`src/hfc_pkg.sv`:
```
// ----------------------------------------------------------------------------
// hfc_pkg
// Shared types, constants and helpers for the hex float / binary single
// precision word converter.
// ----------------------------------------------------------------------------
package hfc_pkg;

    // Direction register codes
    localparam logic DIR_HEX_TO_BIN = 1'b0;
    localparam logic DIR_BIN_TO_HEX = 1'b1;

    // Binary single precision result when the hex exponent saturates high
    localparam logic [7:0]  BIN_MAX_EXP  = 8'hFE;
    localparam logic [22:0] BIN_MAX_FRAC = 23'h7FFFFF;

    // Biased binary exponent limits, kept in a 10-bit signed form
    localparam logic signed [9:0] BIN_EXP_LIMIT = 10'sd254;
    localparam logic signed [9:0] HEX_REBIAS    = 10'sd130;

    // Offset added to k to form the excess-64 hex exponent
    localparam logic [9:0] HEX_EXP_BIAS = 10'd32;

    // Input word
    typedef struct packed {
        logic [31:0] source_word;
        logic        end_of_block;
    } in_word_t;

    // Result word
    typedef struct packed {
        logic [31:0] converted_word;
        logic        end_of_block_out;
    } out_word_t;

    // Prepared operands between the front and back halves
    typedef struct packed {
        logic        dir;
        logic        sign;
        logic        zero;
        logic [23:0] mant;
        logic [4:0]  shamt;
        logic [9:0]  expo;
        logic        eob;
    } prep_t;

    // Count leading zeros of a 24-bit fraction (nonzero input)
    function automatic logic [4:0] lead_zeros(input logic [23:0] frac);
        logic [4:0] lz;
        lz = 5'd0;
        for (int i = 0; i < 24; i++) begin
            if (frac[i]) begin
                lz = 5'(23 - i);
            end
        end
        return lz;
    endfunction

endpackage

```
`src/hex_float_single_convert_core.sv`:
```
// ----------------------------------------------------------------------------
// hex_float_single_convert_core
// Streaming converter between base-16 hex float and binary single precision.
// ----------------------------------------------------------------------------
// The core takes one 32-bit word per cycle and returns it converted after
// three register stages (input register, operand preparation, output
// register); throughput is one word per cycle when m_ready stays high.
// The leading-zero count and the normalizing shift set the depth of the
// preparation and output stages. The direction register (0: hex to
// binary, 1: binary to hex) is sampled with each word as it enters and
// should only be written while no words are in flight.
module hex_float_single_convert_core (
    input  logic               aclk,
    input  logic               aresetn,
    input  logic               cfg_wr_en,
    input  logic               cfg_wr_data,
    input  logic               s_valid,
    output logic               s_ready,
    input  hfc_pkg::in_word_t  s_data,
    output logic               m_valid,
    input  logic               m_ready,
    output hfc_pkg::out_word_t m_data
);

    logic           direction_reg;
    logic           direction_next;
    logic           prep_valid;
    logic           prep_ready;
    hfc_pkg::prep_t prep_data;

    // Direction register
    assign direction_next = cfg_wr_en ? cfg_wr_data : direction_reg;

    always_ff @(posedge aclk) begin
        if (!aresetn) begin
            direction_reg <= hfc_pkg::DIR_HEX_TO_BIN;
        end else begin
            direction_reg <= direction_next;
        end
    end

    hfc_front u_front (
        .aclk       (aclk),
        .aresetn    (aresetn),
        .dir        (direction_reg),
        .s_valid    (s_valid),
        .s_ready    (s_ready),
        .s_data     (s_data),
        .prep_valid (prep_valid),
        .prep_ready (prep_ready),
        .prep_data  (prep_data)
    );

    hfc_back u_back (
        .aclk       (aclk),
        .aresetn    (aresetn),
        .prep_valid (prep_valid),
        .prep_ready (prep_ready),
        .prep_data  (prep_data),
        .m_valid    (m_valid),
        .m_ready    (m_ready),
        .m_data     (m_data)
    );

endmodule

```
`src/hfc_front.sv`:
```
// ----------------------------------------------------------------------------
// hfc_front
// Input register plus operand preparation stage: leading-zero count and
// exponent rebias for hex words, alignment shift and exponent for binary.
// ----------------------------------------------------------------------------
module hfc_front (
    input  logic               aclk,
    input  logic               aresetn,
    input  logic               dir,
    input  logic               s_valid,
    output logic               s_ready,
    input  hfc_pkg::in_word_t  s_data,
    output logic               prep_valid,
    input  logic               prep_ready,
    output hfc_pkg::prep_t     prep_data
);

    logic              a_valid_reg;
    logic              a_valid_next;
    hfc_pkg::in_word_t a_word_reg;
    logic              a_dir_reg;
    logic              a_ready;

    logic              b_valid_reg;
    logic              b_valid_next;
    hfc_pkg::prep_t    b_reg;
    hfc_pkg::prep_t    b_next;
    logic              b_ready;

    logic [31:0]       w;
    logic [23:0]       frac;
    logic [4:0]        lz;
    logic [9:0]        e10;
    logic [1:0]        e_low;

    // Stage handshakes: a stage takes a word when empty or draining
    assign b_ready = !b_valid_reg || prep_ready;
    assign a_ready = !a_valid_reg || b_ready;
    assign s_ready = a_ready;

    assign a_valid_next = a_ready ? s_valid : a_valid_reg;
    assign b_valid_next = b_ready ? a_valid_reg : b_valid_reg;

    // Prepare operands from the held input word
    always_comb begin
        w     = a_word_reg.source_word;
        frac  = w[23:0];
        lz    = hfc_pkg::lead_zeros(frac);
        e10   = {2'b00, w[30:23]} + 10'd5;
        e_low = w[24:23] + 2'd2;

        b_next.dir   = a_dir_reg;
        b_next.sign  = w[31];
        b_next.eob   = a_word_reg.end_of_block;
        if (a_dir_reg == hfc_pkg::DIR_BIN_TO_HEX) begin
            b_next.zero  = (w[30:23] == 8'd0);
            b_next.mant  = {1'b1, w[22:0]};
            b_next.shamt = {3'b000, 2'd0 - e_low};
            b_next.expo  = {2'b00, e10[9:2]} + hfc_pkg::HEX_EXP_BIAS;
        end else begin
            b_next.zero  = (frac == 24'd0);
            b_next.mant  = frac;
            b_next.shamt = lz;
            b_next.expo  = 10'($signed({1'b0, w[30:24], 2'b00})
                               - hfc_pkg::HEX_REBIAS
                               - $signed({5'b00000, lz}));
        end
    end

    // Control registers
    always_ff @(posedge aclk) begin
        if (!aresetn) begin
            a_valid_reg <= 1'b0;
            b_valid_reg <= 1'b0;
        end else begin
            a_valid_reg <= a_valid_next;
            b_valid_reg <= b_valid_next;
        end
    end

    // Payload registers: load on advance, hold on stall
    always_ff @(posedge aclk) begin
        if (a_ready) begin
            a_word_reg <= s_data;
            a_dir_reg  <= dir;
        end
        if (b_ready) begin
            b_reg <= b_next;
        end
    end

    assign prep_valid = b_valid_reg;
    assign prep_data  = b_reg;

endmodule

```
`src/hfc_back.sv`:
```
// ----------------------------------------------------------------------------
// hfc_back
// Shift and assembly stage: normalizes or aligns the mantissa, applies
// saturation and flush rules, and holds the result in the output register.
// ----------------------------------------------------------------------------
module hfc_back (
    input  logic               aclk,
    input  logic               aresetn,
    input  logic               prep_valid,
    output logic               prep_ready,
    input  hfc_pkg::prep_t     prep_data,
    output logic               m_valid,
    input  logic               m_ready,
    output hfc_pkg::out_word_t m_data
);

    logic                c_valid_reg;
    logic                c_valid_next;
    hfc_pkg::out_word_t  c_reg;
    hfc_pkg::out_word_t  c_next;

    logic [23:0]         norm;
    logic [23:0]         aligned;
    logic signed [9:0]   bexp;

    assign prep_ready   = !c_valid_reg || m_ready;
    assign c_valid_next = prep_ready ? prep_valid : c_valid_reg;

    // Assemble the converted word
    always_comb begin
        norm    = prep_data.mant << prep_data.shamt;
        aligned = prep_data.mant >> prep_data.shamt[1:0];
        bexp    = $signed(prep_data.expo);

        c_next.end_of_block_out = prep_data.eob;
        if (prep_data.zero) begin
            c_next.converted_word = 32'd0;
        end else if (prep_data.dir == hfc_pkg::DIR_BIN_TO_HEX) begin
            c_next.converted_word = {prep_data.sign, prep_data.expo[6:0], aligned};
        end else if (bexp > hfc_pkg::BIN_EXP_LIMIT) begin
            c_next.converted_word = {prep_data.sign, hfc_pkg::BIN_MAX_EXP,
                                     hfc_pkg::BIN_MAX_FRAC};
        end else if (bexp <= 10'sd0) begin
            c_next.converted_word = 32'd0;
        end else begin
            c_next.converted_word = {prep_data.sign, prep_data.expo[7:0], norm[22:0]};
        end
    end

    always_ff @(posedge aclk) begin
        if (!aresetn) begin
            c_valid_reg <= 1'b0;
        end else begin
            c_valid_reg <= c_valid_next;
        end
    end

    // Hold the result until taken
    always_ff @(posedge aclk) begin
        if (prep_ready) begin
            c_reg <= c_next;
        end
    end

    assign m_valid = c_valid_reg;
    assign m_data  = c_reg;

endmodule

```
`config.mk`:
```
export PLATFORM = sky130hd
export DESIGN_NAME = hex_float_single_convert_core
export DESIGN_NICKNAME = d
export VERILOG_FILES = /design/src/hfc_pkg.sv /design/src/hex_float_single_convert_core.sv /design/src/hfc_front.sv /design/src/hfc_back.sv
export SDC_FILE = /design/constraint.sdc
export NUM_CORES = 1
export LEC_CHECK = 0
export BUFFER_PORTS_ARGS = -buffer_cell sky130_fd_sc_hd__buf_4
export CORE_AREA = 2 2 119 110
export DETAILED_ROUTE_END_ITERATION = 10
export DIE_AREA = 0 0 121 112
export MAX_ROUTING_LAYER = met4
export PLACE_DENSITY = 0.75
export RECOVER_POWER = 50
export SLEW_MARGIN = 20
export SYNTH_ARGS = -nofsm -noshare
export SYNTH_HDL_FRONTEND = slang
export SYNTH_SLANG_ARGS = --single-unit
```
`constraint.sdc`:
```
create_clock -name aclk -period 7.8 [get_ports aclk]
set_input_delay 1.17 -clock aclk [delete_from_list [all_inputs] [get_ports aclk]]
set_output_delay 1.17 -clock aclk [all_outputs]
set_load 0.01 [all_outputs]
```
==> metrics <==
antenna violations before repair=0; fin util=0.6303; register area share after synthesis=0.5093; core area=approximately 12000 um^2; Synth cell types=70; status=complete, but fails checks; CTS root buffer=clkbuf_16; Post-synth EDFFs=110; GRT Total Usage=0.2239; pwr dens=between 200 and 250 nW/um^2; Final nets=slightly below 700; Reg clk slew, reported paths=0.06 ns; Hold EP=u_front.prep_data[0]; WP data arrival=just over 3 ns; Reg2Reg Setup Slack=4.32 ns; most frequent cells in the layout=110 x edfxtp_1, 48 x nor2_1, 41 x buf_4; cells on worst reg2reg path=10; commonest non-fill, non-tap cell in the layout=edfxtp_1; TritonCTS clock tree=built; Setup Skew=0.01133 ns; pin count of the biggest net entering global routing=between 60 and 70; synthesized instance count=556; Post-Syn Nets=611; footprint of the multi-input gates=just under 3000 um^2; global route overflow=0; RSZ-0062 raised after global routing=false; min-delay worst type=reg2reg; I/O pins=74; Synth Register Bits=about 110; Fmax=~240 MHz; number of vias in the routed layout=approximately 4700; DRT Pass-1 Iters=6; # DRC=0; fin cells=between 700 and 800; clk sinks=114; worst relative slew slack=-0.4385; Hold Buf Count CTS=0; FILL cells=944; register cell area after layout=around 3400 um^2; Cell Area, Synth=~6600 um^2; initial core utilization=0.5381; Bufs on Longest Clock Path=2; H-tree levels=4; final hold slack=about 0.42 ns; Ant. Diodes=0; measured slew at the worst slew-check pin=around 2.2 ns; peak supply drop=approximately 0.16 mV; Placed Instances=roughly 770; Routed WL=roughly 14000 um; critical path data required time=approximately 6.6 ns; max reg flops=43; die width=roughly 120 um; WS Path Type=in2out; DR vias/cell=between 5 and 6; DR iter-0 viols=450; I/O Buffers=73; Max FO, Critical Path=36; Reg2Reg Capture Point=u_front.prep_data[10]; area grow syn2layout=17.14%; Mean Syn Cell Area=between 10 and 15 um^2; Post-synth top flop=edfxtp_1; TritonCTS buffer count=17; async set-or-reset flop fraction in the synthesized netlist=0; Routed Antenna Nets=0; layout cells sized above 1=0.2275; WL/cell=approximately 17 um; reg2reg start=u_front.w[2]; # Post-CTS Setup Buffers=0; Hold Fails Final Rpt=0; row count=39; Worst-Skew Late Latency=~0.42 ns; post_cts resized=0; final setup vio count=0; Worst Setup End Kind=output port; static leakage power=2.956 nW; violated checks=capacitance limit, slew limit; DP HPWL=9828 um; fin. max-slew vios=just over 80; MaxCap Viol Count=2; Syn. warnings=0; GP Congestion=0.9403; CP Launch Type=input port; post-layout min period=roughly 4.2 ns; first-pass GRT wire length=22460 um; Worst Hold Depth=0; number of global-route vias before repair=about 4400; hold path start=u_front.a_word_reg[0]; post-route clock period utilization=0.5406; Die H=about 110 um; Final TNS setup=0 ns; DIE AREA=13550 um^2
-- Yosys cell counts (3+ instances only) --
| master | count | area [um^2] |
|---|---|---|
| mux4_2 | 23 | 518.0 |
| mux2_2 | 5 | 56.30 |
| clkbuf_1 | 17 | 63.81 |
| o21a_1 | 4 | 30.03 |
| nand3_1 | 7 | 35.03 |
| edfxtp_1 | 110 | 3303 |
| nor2_1 | 48 | 180.2 |
| a21o_1 | 3 | 22.52 |
| and2_1 | 6 | 37.54 |
| mux2_1 | 5 | 56.30 |
| a2111oi_0 | 3 | 26.28 |
| o21ai_0 | 14 | 70.07 |
| mux2i_1 | 32 | 320.3 |
| o22ai_1 | 7 | 43.79 |
| a211oi_1 | 6 | 45.04 |
| a31oi_1 | 4 | 25.02 |
| dfxtp_1 | 4 | 80.08 |
| nor3_1 | 16 | 80.08 |
| a221oi_1 | 4 | 35.03 |
| xnor2_1 | 8 | 70.07 |
| o21ai_1 | 11 | 55.05 |
| nand2b_1 | 14 | 87.58 |
| nand4_1 | 3 | 18.77 |
| nor4_1 | 6 | 37.54 |
| nand2_1 | 29 | 108.9 |
| a21oi_1 | 38 | 190.2 |
| nor2b_1 | 13 | 81.33 |
| ha_1 | 15 | 187.7 |
| nor3b_1 | 3 | 22.52 |
| a22oi_1 | 4 | 30.03 |
| buf_6 | 4 | 45.04 |
| nand3b_1 | 3 | 22.52 |
| buf_2 | 8 | 40.04 |
| o31ai_1 | 4 | 30.03 |
| o211ai_1 | 7 | 52.55 |
| inv_1 | 23 | 86.33 |
-- worst max-delay path by stage --
stage,from,end,slack (ns),cells after the start
global route,m_ready,s_ready,3.34,5
floorplan,m_ready,s_ready,4.32,2
finish,m_ready,s_ready,3.58,5
global placement,u_front.w[3],u_front.prep_data[7],4.46,12
detailed placement,u_front.w[3],u_front.prep_data[7],4.41,12
CTS,u_front.w[3],u_front.prep_data[10],4.37,10
-- layer usage --
layer / global-route usage / vias to the layer above / part of all wire
met4: 0.08450 / 0 / 0.017
met3: 0.04252 / 19 / 0.061
met2: 0.3199 / 163 / 0.45
met5: - / - / 0
li1: - / 2286 / -
met1: 0.3194 / 2236 / 0.47
-- kinds of logic (layout without fill, tap and decap cells) --
logic type	Yosys count	after routing	share of synthesized area
and+or+nand+nor	160	160	0.1224
AOI/OAI and AO/OA	132	132	0.1309
DFF	114	114	0.5093
muxes	67	67	0.1494
buffers and inverters	57	134	0.04351
adders and majority gates	16	16	0.03127
xor gates and xnor gates	10	10	0.01319
-- critical path: stages --
cell	delay [ns]
clkbuf_4	0.10
nor2b_1	0.07
nand3_1	0.09
clkbuf_1	1.28
buf_4	0.31
-- final cells by class --
| type | count | share of cell area |
|---|---|---|
| clock buffer | 17 | 0.05467 |
| sequential | 114 | 0.4348 |
| timing repair buffer | 78 | 0.07429 |
| tap | 164 | 0.02637 |
| multi-input combinational | 385 | 0.3813 |
| clock inverter | 15 | 0.01704 |
| inverter | 24 | 0.01158 |
-- report_power, final --
part / internal, mW / total (mW) / switching [mW] / leakage (nW)
clock: 0.438 / 0.723 / 0.284 / 0.266
combinational: 0.169 / 0.340 / 0.171 / 1.48
sequential: 0.750 / 0.800 / 0.0498 / 1.21
total: 1.36 / 1.86 / 0.505 / 2.96
-- metrics by stage --
step	setup slack (ns)	total power, mW	cell area, um^2
global placement	4.458	1.147	7234
floorplan	4.321	1.030	6643
CTS	4.367	1.875	7792
global route	3.343	1.939	7781
detailed placement	4.411	1.151	7234
finish	3.583	1.863	7781
Note: power is estimated with default switching activity, not from simulation.
